===== config.mk =====
export PLATFORM = sky130hd
export DESIGN_NAME = varint_sink_writer_core
export DESIGN_NICKNAME = d
export VERILOG_FILES = /design/src/rtl/vsw_pkg.sv /design/src/rtl/varint_sink_writer_core.sv /design/src/rtl/vsw_enc_unit.sv /design/src/rtl/vsw_pos_unit.sv
export SDC_FILE = /design/constraint.sdc
export NUM_CORES = 1
export LEC_CHECK = 0
export ABC_AREA = 0
export CAP_MARGIN = 20
export CORE_ASPECT_RATIO = 1.1
export CORE_MARGIN = 2
export CORE_UTILIZATION = 50
export CTS_CLUSTER_DIAMETER = 50
export DETAILED_ROUTE_END_ITERATION = 6
export DONT_BUFFER_PORTS = 1
export GPL_ROUTABILITY_DRIVEN = 0
export HOLD_SLACK_MARGIN = 0.12
export REMOVE_ABC_BUFFERS = 1
export SLEW_MARGIN = 10
export SYNTH_ARGS = -nofsm -noshare
export SYNTH_HDL_FRONTEND = slang
export SYNTH_HIERARCHICAL = 1
export SYNTH_SLANG_ARGS = --single-unit

===== constraint.sdc =====
create_clock -name clk_i -period 4.4 [get_ports clk_i]
set_clock_uncertainty 0.1 [all_clocks]
set_input_delay 0.88 -clock clk_i [delete_from_list [all_inputs] [get_ports clk_i]]
set_output_delay 0.88 -clock clk_i [all_outputs]
set_load 0.01 [all_outputs]

===== src/rtl/vsw_pkg.sv =====
`timescale 1ns / 1ps
// ----------------------------------------------------------------------------
// vsw_pkg
// shared types and constants for the varint sink writer
// ----------------------------------------------------------------------------
package vsw_pkg;

  localparam int unsigned PosW      = 17;
  localparam int unsigned GroupBits = 7;
  localparam logic [PosW-1:0] BufSizeReset = 17'd65536;
  localparam logic [7:0] GroupMask = 8'h7F;
  localparam logic [7:0] ContBit   = 8'h80;

  typedef enum logic [2:0] {
    REQ_RAW     = 3'd0,
    REQ_BOOL    = 3'd1,
    REQ_INT32   = 3'd2,
    REQ_INT64   = 3'd3,
    REQ_UINT32  = 3'd4,
    REQ_RESTART = 3'd5
  } vsw_req_e;

  typedef enum logic {
    ST_IDLE,
    ST_EMIT
  } vsw_state_e;

  typedef struct packed {
    logic [2:0]         req_type;
    logic signed [63:0] value;
  } vsw_in_t;

  typedef struct packed {
    logic [7:0]      data_byte;
    logic [PosW-1:0] byte_address;
    logic            dropped;
    logic            last_byte;
  } vsw_out_t;

  // encoder control: load a new operand (raw or varint) or step to the next group
  typedef struct packed {
    logic load;
    logic step;
    logic raw;
  } vsw_enc_ctrl_t;

  typedef struct packed {
    logic [7:0] data;
    logic       last;
  } vsw_enc_stat_t;

  // position counter control
  typedef struct packed {
    logic clear;
    logic step;
  } vsw_pos_ctrl_t;

  typedef struct packed {
    logic [PosW-1:0] addr;
    logic            full;
  } vsw_pos_stat_t;

endpackage


===== src/rtl/varint_sink_writer_core.sv =====
`timescale 1ns / 1ps
// ----------------------------------------------------------------------------
// varint_sink_writer_core
// base-128 varint serializer into a bounded byte buffer, one byte per cycle
// ----------------------------------------------------------------------------
//
//  channel   signals                               payload
//  --------  ------------------------------------  ---------------------------
//  in        in_valid_i  / in_ready_o  / in_i       req_type, value
//  out       out_valid_o / out_ready_i / out_o      byte, address, flags
//  cfg       cfg_valid_i / cfg_ready_o / cfg_data_i buffer_size (17 bits)
//
//  an input transaction is loaded in the accept cycle, then the encoder emits
//  its bytes in turn: 1 byte for raw or bool, 1 to 5 for 32-bit varints,
//  1 to 10 for int64, 10 for a negative int32
//  bytes come from the single shared 7-bit shifter, one group per cycle
//  restart and unknown request types finish in the accept cycle
//  the output register stalls the sequencer while a byte waits on out_ready_i
//  reset clears the write position and sets buffer_size to 65536
//
module varint_sink_writer_core import vsw_pkg::*; #(
  parameter int unsigned BUFFER_BYTES = 65536
) (
  input  logic            clk_i,
  input  logic            rst_ni,
  input  logic            in_valid_i,
  output logic            in_ready_o,
  input  vsw_in_t         in_i,
  output logic            out_valid_o,
  input  logic            out_ready_i,
  output vsw_out_t        out_o,
  input  logic            cfg_valid_i,
  output logic            cfg_ready_o,
  input  logic [PosW-1:0] cfg_data_i
);

  // capacity widened to 25 bits so that parameter values below 2**25 compare correctly
  localparam logic [24:0] CapW = 25'(BUFFER_BYTES);

  vsw_state_e      state_q, state_d;
  logic [PosW-1:0] buf_size_q, buf_size_d;
  logic [PosW-1:0] limit;
  logic            out_valid_q, out_valid_d;
  vsw_out_t        out_q, out_d;

  logic            in_fire;
  logic            is_encode;
  logic            slot_free;
  logic            emit;
  logic [63:0]     load_value;

  vsw_enc_ctrl_t   enc_ctrl;
  vsw_enc_stat_t   enc_stat;
  vsw_pos_ctrl_t   pos_ctrl;
  vsw_pos_stat_t   pos_stat;

  // ---------------------------------------------------------------- config
  assign cfg_ready_o = 1'b1;

  always_comb begin
    buf_size_d = buf_size_q;
    if (cfg_valid_i && cfg_ready_o) begin
      buf_size_d = cfg_data_i;
    end
  end

  // effective limit is the smaller of the register and the physical buffer
  assign limit = ({8'd0, buf_size_q} < CapW) ? buf_size_q : CapW[PosW-1:0];

  // ---------------------------------------------------------------- decode
  assign in_fire = in_valid_i && in_ready_o;

  always_comb begin
    is_encode  = 1'b1;
    load_value = '0;
    case (in_i.req_type)
      REQ_RAW:     load_value = {56'd0, in_i.value[7:0]};
      REQ_BOOL:    load_value = {63'd0, |in_i.value};
      REQ_INT32: begin
        // negative int32 goes out sign-extended as a ten-byte varint
        load_value = {{32{in_i.value[31]}}, in_i.value[31:0]};
      end
      REQ_INT64:   load_value = in_i.value;
      REQ_UINT32:  load_value = {32'd0, in_i.value[31:0]};
      default:     is_encode = 1'b0;  // restart and unknown codes emit nothing
    endcase
  end

  // a new byte may enter the output register when it is empty or draining
  assign slot_free = !out_valid_q || out_ready_i;

  // ---------------------------------------------------------------- sequencer
  always_comb begin
    state_d = state_q;
    case (state_q)
      ST_IDLE: begin
        if (in_fire && is_encode) begin
          state_d = ST_EMIT;
        end
      end
      ST_EMIT: begin
        if (slot_free && enc_stat.last) begin
          state_d = ST_IDLE;
        end
      end
      default: state_d = ST_IDLE;
    endcase
  end

  always_comb begin
    in_ready_o    = 1'b0;
    emit          = 1'b0;
    enc_ctrl      = '0;
    pos_ctrl      = '0;
    case (state_q)
      ST_IDLE: begin
        in_ready_o     = 1'b1;
        enc_ctrl.load  = in_fire && is_encode;
        enc_ctrl.raw   = (in_i.req_type == REQ_RAW) || (in_i.req_type == REQ_BOOL);
        pos_ctrl.clear = in_fire && (in_i.req_type == REQ_RESTART);
      end
      ST_EMIT: begin
        emit          = slot_free;
        enc_ctrl.step = slot_free;
        pos_ctrl.step = slot_free;
      end
      default: ;
    endcase
  end

  // ---------------------------------------------------------------- units
  vsw_enc_unit u_enc (
    .clk_i        (clk_i),
    .rst_ni       (rst_ni),
    .ctrl_i       (enc_ctrl),
    .load_value_i (load_value),
    .stat_o       (enc_stat)
  );

  vsw_pos_unit u_pos (
    .clk_i   (clk_i),
    .rst_ni  (rst_ni),
    .ctrl_i  (pos_ctrl),
    .limit_i (limit),
    .stat_o  (pos_stat)
  );

  // ---------------------------------------------------------------- output register
  always_comb begin
    out_valid_d = out_valid_q;
    out_d       = out_q;
    if (emit) begin
      out_valid_d        = 1'b1;
      out_d.data_byte    = enc_stat.data;
      out_d.byte_address = pos_stat.addr;
      out_d.dropped      = pos_stat.full;
      out_d.last_byte    = enc_stat.last;
    end else if (out_ready_i) begin
      out_valid_d = 1'b0;
    end
  end

  always_ff @(posedge clk_i or negedge rst_ni) begin
    if (!rst_ni) begin
      state_q     <= ST_IDLE;
      buf_size_q  <= BufSizeReset;
      out_valid_q <= 1'b0;
    end else begin
      state_q     <= state_d;
      buf_size_q  <= buf_size_d;
      out_valid_q <= out_valid_d;
    end
  end

  always_ff @(posedge clk_i) begin
    out_q <= out_d;
  end

  assign out_valid_o = out_valid_q;
  assign out_o       = out_q;

  // ---------------------------------------------------------------- checks
`ifndef SYNTHESIS
  // restart transaction clears the position
  a_restart_clears: assert property (@(posedge clk_i) disable iff (!rst_ni)
    in_fire && (in_i.req_type == REQ_RESTART) |=> pos_stat.addr == '0 || pos_stat.full)
    else $error("write position not cleared by restart");

  // a byte that is written advances the position by one
  a_pos_advance: assert property (@(posedge clk_i) disable iff (!rst_ni)
    emit && !pos_stat.full |=> u_pos.pos_q == $past(u_pos.pos_q) + 1'b1)
    else $error("write position did not advance");

  // the final byte of a request returns the sequencer to accepting input
  a_last_returns: assert property (@(posedge clk_i) disable iff (!rst_ni)
    emit && enc_stat.last |=> in_ready_o)
    else $error("sequencer stuck after last byte");

  // input is never taken while bytes of a request remain
  a_no_overlap: assert property (@(posedge clk_i) disable iff (!rst_ni)
    emit && !enc_stat.last |=> !in_ready_o)
    else $error("input accepted mid-request");
`endif

endmodule


===== src/rtl/vsw_enc_unit.sv =====
`timescale 1ns / 1ps
// ----------------------------------------------------------------------------
// vsw_enc_unit
// operand register with the shared 7-bit shifter and group-remaining compare
// ----------------------------------------------------------------------------
module vsw_enc_unit import vsw_pkg::*; (
  input  logic          clk_i,
  input  logic          rst_ni,
  input  vsw_enc_ctrl_t ctrl_i,
  input  logic [63:0]   load_value_i,
  output vsw_enc_stat_t stat_o
);

  logic [63:0] val_q, val_d;
  logic        raw_q, raw_d;
  logic        more;

  // more groups follow when anything is left above the low group
  assign more = |val_q[63:GroupBits];

  always_comb begin
    val_d = val_q;
    raw_d = raw_q;
    if (ctrl_i.load) begin
      val_d = load_value_i;
      raw_d = ctrl_i.raw;
    end else if (ctrl_i.step) begin
      val_d = val_q >> GroupBits;
    end
  end

  always_ff @(posedge clk_i or negedge rst_ni) begin
    if (!rst_ni) begin
      val_q <= '0;
      raw_q <= 1'b0;
    end else begin
      val_q <= val_d;
      raw_q <= raw_d;
    end
  end

  always_comb begin
    if (raw_q) begin
      stat_o.data = val_q[7:0];
      stat_o.last = 1'b1;
    end else begin
      stat_o.data = (val_q[7:0] & GroupMask) | (more ? ContBit : 8'h00);
      stat_o.last = ~more;
    end
  end

endmodule


===== src/rtl/vsw_pos_unit.sv =====
`timescale 1ns / 1ps
// ----------------------------------------------------------------------------
// vsw_pos_unit
// write position counter with the buffer-full compare
// ----------------------------------------------------------------------------
module vsw_pos_unit import vsw_pkg::*; (
  input  logic            clk_i,
  input  logic            rst_ni,
  input  vsw_pos_ctrl_t   ctrl_i,
  input  logic [PosW-1:0] limit_i,
  output vsw_pos_stat_t   stat_o
);

  logic [PosW-1:0] pos_q, pos_d;
  logic            full;

  assign full = (pos_q >= limit_i);

  always_comb begin
    pos_d = pos_q;
    if (ctrl_i.clear) begin
      pos_d = '0;
    end else if (ctrl_i.step && !full) begin
      pos_d = pos_q + 1'b1;
    end
  end

  always_ff @(posedge clk_i or negedge rst_ni) begin
    if (!rst_ni) begin
      pos_q <= '0;
    end else begin
      pos_q <= pos_d;
    end
  end

  assign stat_o.addr = full ? limit_i : pos_q;
  assign stat_o.full = full;

endmodule

==> results of run 1 <==
[cell type report]
class                   instances  share of cell area
well taps                     188              0.0303
multi-input cells             483               0.438
flip-flops and latches        128               0.431
repair buffers                  6             0.00936
clock inverters                12              0.0215
inverters                      25              0.0121
clock buffers                  20              0.0576
[flip-flops by register name (all words and copies together) (netlist names)]
signal and count:
state_q 1, u_enc/raw_q 1, buf_size_q 17, u_enc/val_q 64, out_valid_o 1, u_pos/pos_q 17, out_o 27
[power groups by stage]
stage          clock [mW]  sequential, mW  combinational (mW)
4_1_cts              1.48            1.90                1.03
3_5_place_dp            0            1.92               0.998
5_1_grt              1.55            1.94                1.14
2_1_floorplan           0            1.81               0.846
6_report             1.46            1.90                1.02
3_3_place_gp            0            1.92               0.972
[layer usage]
layer  global-route usage  share of wire
met1                0.276           0.42
met2                0.391           0.51
met3               0.0700          0.058
met4               0.0609          0.014
met5                    0              0
[worst max-delay path: cells and delay by family (launching register included)]
family | cells | cell delay (ps)
AO/OA/AOI/OAI | 4 | 940
flip-flops | 1 | 740
AND/OR/NAND/NOR | 2 | 460
multiplexers | 1 | 420
adder cells (fa/ha/maj) | 1 | 240
buffers and inverters | 1 | 70
[how the worst max path moves through the flow]
stage | start | endpoint | depth (start not counted)
2_1_floorplan | out_ready_i | u_pos/pos_q[7] | 6
3_3_place_gp | buf_size_q[16] | out_o[13] | 9
6_report | buf_size_q[16] | out_o[16] | 9
4_1_cts | buf_size_q[16] | out_o[16] | 9
5_1_grt | buf_size_q[16] | out_o[16] | 9
3_5_place_dp | buf_size_q[16] | out_o[13] | 9
[cells by family (layout without fill, tap and decap cells)]
group | count (synthesis) | in the layout | synth area share
xor+xnor | 2 | 2 | 0.00245
flops | 128 | 128 | 0.467
fa+ha+maj | 18 | 18 | 0.0315
buf+inv | 75 | 63 | 0.0620
compound gates | 142 | 142 | 0.120
mux | 96 | 96 | 0.140
other cells | 1 | 1 | 0.000525
simple gates | 224 | 224 | 0.177
[cell usage after synthesis (11+ instances only)]
cell / n
buf_6: 11
nor2b_1: 40
clkbuf_1: 15
buf_4: 16
a21oi_1: 22
edfxtp_1: 27
mux2i_1: 64
mux2_2: 27
o21ai_0: 72
nand2_1: 75
nand4_1: 12
nor4_1: 27
a21o_1: 32
dfrtp_1: 100
ha_1: 18
inv_1: 25
[placed cells by master (no fill, tap or decap), types with 3 or more instances in the layout]
cell        Yosys  layout
dfrtp_1       100     100
nand2_1        75      75
o21ai_0        72      72
mux2i_1        64      63
nor2b_1        40      40
a21o_1         32      32
nor4_1         27      27
mux2_2         27      27
edfxtp_1       27      27
inv_1          25      25
a21oi_1        22      22
ha_1           18      18
clkbuf_16       0      17
nand4_1        12      12
nor2_1          9       9
nand2b_1        8       8
o31ai_1         8       8
or4_1           8       8
and2_1          9       7
nand3_1         7       7
or3_1           7       7
mux2_1          5       5
clkinv_2        0       4
bufinv_16       0       4
buf_4          16       4
nor4_2          4       4
and2b_1         3       3
nor3_1          3       3
clkinvlp_4      0       3
a21boi_0        3       3
[stage by stage]
stage	hold WS, ps	power (mW)	instances
after detailed placement	341	2.92	828
final	200	4.37	862
after CTS	186	4.41	861
after floorplan	324	2.66	636
after global placement	338	2.89	828
after global routing	176	4.62	862
==> results.md, run 1 <==
* Slowest-stage cell, CP: dfstp_2
* Share of the core filled with cells at 0.557
* Clock Root Buffer: clkbuf_16
* WP data required at around 4500 ps
* Synth Flop Type: dfrtp_1
* CTS-repair resized insts at 0
* Switching Share at 0.320
* Clk_lat worst skew at 420 ps
* HPWL Detailed at 11400 um
* Peak VDD IR at 0.000274 V
* I/O Buffers at 0
* Flop pwr share at 0.434
* Area fraction of the dominant cell type after synthesis at 0.350
* Hold Crit Class: primary input to asynchronous set/reset pin
* Hold Fails Final Rpt at 0
* Nets@finish at approximately 770
* Diodes inserted at 0
* CP cell instances: nor2b_1, inv_1, ha_1, a21oi_1, o21ai_0, a211oi_1, a21boi_0, nand2_2, mux2_1
* Worst R2R End: out_o[16]
* Multi-input gate area at 3400 um2
* Die W at 118 um
* Antenna violations before repair at 0
* Fin crit share at 0.737
* Layout area overhead at 8.45%
* Dpl cell area at 7090 um2
* Clock sink count at 128
* Fraction of layout cells with a size suffix above 1 at 0.119
* Hold buffer count at CTS at 1
* CTS tree: done
* P per Cell Area at ~560 nW/um2
* Logic pwr share at 0.233
* Clock-pin slew on the worst setup and hold paths at 60 ps
* WL/cell at 19.0 um
* Reg2Reg Depth at 9
* Synth Cell Area at 7150 um2
* Initial DRC count at 286
* Final setup margin at 1160 ps
* Die area at 15300 um2
* Area contributors post-synth: dfrtp_1 35%, edfxtp_1 11%, mux2i_1 9.0%
* Die height at 129 um
* Setup WS pre-CTS at 1180 ps
* Max-slew violations at 0
* Synth cell types at 50
* Leak Pwr at approximately 3.4 nW
* Total Routing Usage GR at 0.226
* Run status: finished clean
* Clock power share at 0.333
* Yosys top cell by area: dfrtp_1
* Critical path class: flop to flop
* Post-synth EDFFs at 27
* Synth Instances at between 600 and 700
* Post-route cell area at 7750 um2
* Fillers at between 1000 and 1500
* Sw power at around 1.4 mW
* Reg2reg setup slack at 1160 ps
* Setup violators final at 0
* Grt total ovfl at 0
* Starting density of the core at 0.514
* Worst Tran Pin Value at 781 ps
* Number of global-route vias before repair at 5039
* CP Data Arrival Time at around 3300 ps
* Slowest Stage Delay on Critical Path at 740 ps
* CP startpoint kind: flop
* TNS Setup at 0 ps
* Worst setup EP type: flop
* Reg-to-Reg Start: buf_size_q[16]
* Via count at between 4000 and 5000
* Remaining antenna violation count after routing at 0
* Crit-path max FO at 19
* FMAX at 0.308 GHz
* Post-route DRC violation count at 0
* # Post-CTS Setup Buffers at 0
* Async set-reset flop share out of synthesis at 0.789
* Unrepaired setup endpoints after global routing: false
* Largest net degree at the start of global routing at 101
* Syn Area/Cell at about 10 um2
* YS warnings at 6
* MaxCap Viol Count at 0
* # rows at 45
* Sequential share of the synthesized area at 0.467
* Minimum clock period at roughly 3200 ps
* Slew HR at 0.479
* Max clock buf depth at 2
* Total CTS buffers at 17
* First-pass GRT wire length at 26700 um
* Total Wirelength at 16300 um
* Reg area at roughly 3300 um2
* H-tree levels at 4
* Int Pwr at roughly 3.0 mW
* Seq cells post-synth at 128
* Initial DRT Pass Iterations at 4
* # IOs at ~120
* Core area at 13900 um2
* Post-DR vias/cell at approximately 5.7
Note: power is estimated with default switching activity, not from simulation.
==> run 2: changes to the inputs <==
- clock period: 4.4 -> 3.1 ns (I/O delays scaled with it)
==> results.md, run 2 (synthesis gave the netlist of run 1 again) <==
* Most frequent cells in the layout: 100 x dfrtp_1, 75 x nand2_1, 72 x o21ai_0
* Initial DRT Pass Iterations at 4
* Post-DR vias/cell at 5.81
* # rows at 45
* I/O Buffers at 0
* Die W at ~120 um
* Reg-to-Reg Start: buf_size_q[16]
* CTS tree: done
* Hold Fails Final Rpt at 0
* Min-delay src: cfg_data_i[2]
* Setup WS pre-CTS at just under 9 ps
* Nets@finish at 778
* WHS Path Cells at 1
* Largest net degree at the start of global routing at between 100 and 150
* Die height at around 130 um
* Remaining antenna violation count after routing at 0
* Max clock buf depth at 2
* Initial DRC count at 288
* Fraction of layout cells with a size suffix above 1 at 0.132
* Number of global-route vias before repair at 5134
* Total Wirelength at approximately 16000 um
* Clock Root Buffer: clkbuf_16
* # IOs at 119
* CP Data Arrival Time at 3210 ps
* H-tree levels at 4
* Hold Crit Class: primary input to flop
* Run status: finished clean
* Final setup margin at 126 ps
* P per Cell Area at about 800 nW/um2
* Reg2Reg Depth at 12
* Starting density of the core at 0.514
* Crit-path max FO at 11
* WP data required at around 3300 ps
* Clk_lat worst skew at 420 ps
* Worst Tran Pin Value at 770 ps
* Max-slew violations at 0
* Non-Filler Instances at 873
* Post-route DRC violation count at 0
* Total Routing Usage GR at 0.223
* WL/cell at 18.9 um
* Detail Route met3 WL at between 900 and 1000 um
* Reg2reg setup slack at 130 ps
* Met1 WL at 6890 um
* Max layer used: met4
* MaxCap Viol Count at 0
* Die area at 15300 um2
* Minimum clock period at 2970 ps
* Core area at 13900 um2
* FMAX at 0.336 GHz
* First-pass GRT wire length at 26400 um
* Reg with most FFs: u_enc/val_q
* HPWL Detailed at 11400 um
* Slew HR at 0.486
* Worst setup EP type: flop
* Worst R2R End: u_pos/pos_q[5]
* Fin crit share at 0.959
* Met2 wire length at 8440 um
* Clock sink count at between 100 and 150
* Antenna violations before repair at 0
* Leak Pwr at 3.49 nW
* Grt total ovfl at 0
* Clock-pin slew on the worst setup and hold paths at 60 ps
* Via count at 5069
* Hold Path End: buf_size_q[2]
* Critical path class: flop to flop
* CP startpoint kind: flop
* Setup violators final at 0
* Max reg flops at 64
* TNS Setup at 0 ps
* Commonest non-fill, non-tap cell in the layout: dfrtp_1
* Placed insts at 834
* Layout area overhead at 10.2%
* Total CTS buffers at 17
* Peak VDD IR at roughly 0.00041 V
-- run 2: how the worst max path moves through the flow --
stage               depth (start not counted)           start  slack, ps              to
detailed placement                         10  buf_size_q[16]          9       out_o[12]
CTS                                        10  buf_size_q[16]       0.07       out_o[12]
finish                                     12  buf_size_q[16]        130  u_pos/pos_q[5]
floorplan                                   6     out_ready_i      -1860  u_pos/pos_q[7]
global placement                           10  buf_size_q[16]        150       out_o[13]
global route                               11  buf_size_q[16]        -10  u_pos/pos_q[7]
-- run 2: per-stage QoR --
stage,util,cell area [um2],hold slack (ps),total power [mW]
2_1_floorplan,-,6800,224,3.78
3_3_place_gp,0.515,7160,228,4.13
3_5_place_dp,0.515,7160,228,4.17
4_1_cts,0.564,7840,230,6.39
5_1_grt,0.566,7870,227,6.70
6_report,0.566,7880,243,6.34
-- run 2: critical path: stages, from the launching register on --
cell and delay [ps]:
dfstp_4 700, buf_4 210, nor2b_1 60, inv_1 70, ha_1 240, a21oi_1 140
o21ai_0 140, a211oi_2 210, buf_4 170, nand3_4 120, buf_4 210, or3_1 340
a21oi_1 160
-- run 2: power by group --
part | internal [mW] | total, mW | switching (mW)
Combinational | 0.659 | 1.49 | 0.829
Clock | 1.42 | 2.16 | 0.738
Sequential | 2.24 | 2.69 | 0.454
Total | 4.32 | 6.34 | 2.02
-- run 2: routing by layer --
layer,up-vias,global-route usage
met1,2489,0.268
li1,2437,-
met2,127,0.390
met5,-,0
met4,0,0.0666
met3,16,0.0673
-- run 2: final cells by class --
type | instances | area (um2)
fill | 1217 | 6030
multi-input combinational | 484 | 3400
sequential | 128 | 3340
clock buffer | 17 | 425
tap | 188 | 235
clock inverter | 15 | 216
timing repair buffer | 15 | 160
inverter | 25 | 93.8
antenna | 1 | 2.50
-- run 2: repair_timing --
| action | 4_1_cts | 5_1_grt |
|---|---|---|
| endpoints found under the setup margin | 0 | 25 |
| buffers inserted | 0 | 3 |
| resized for setup | 0 | 2 |
| hold buffers | 2 | 0 |
| hold endpoints to repair | 101 | 0 |
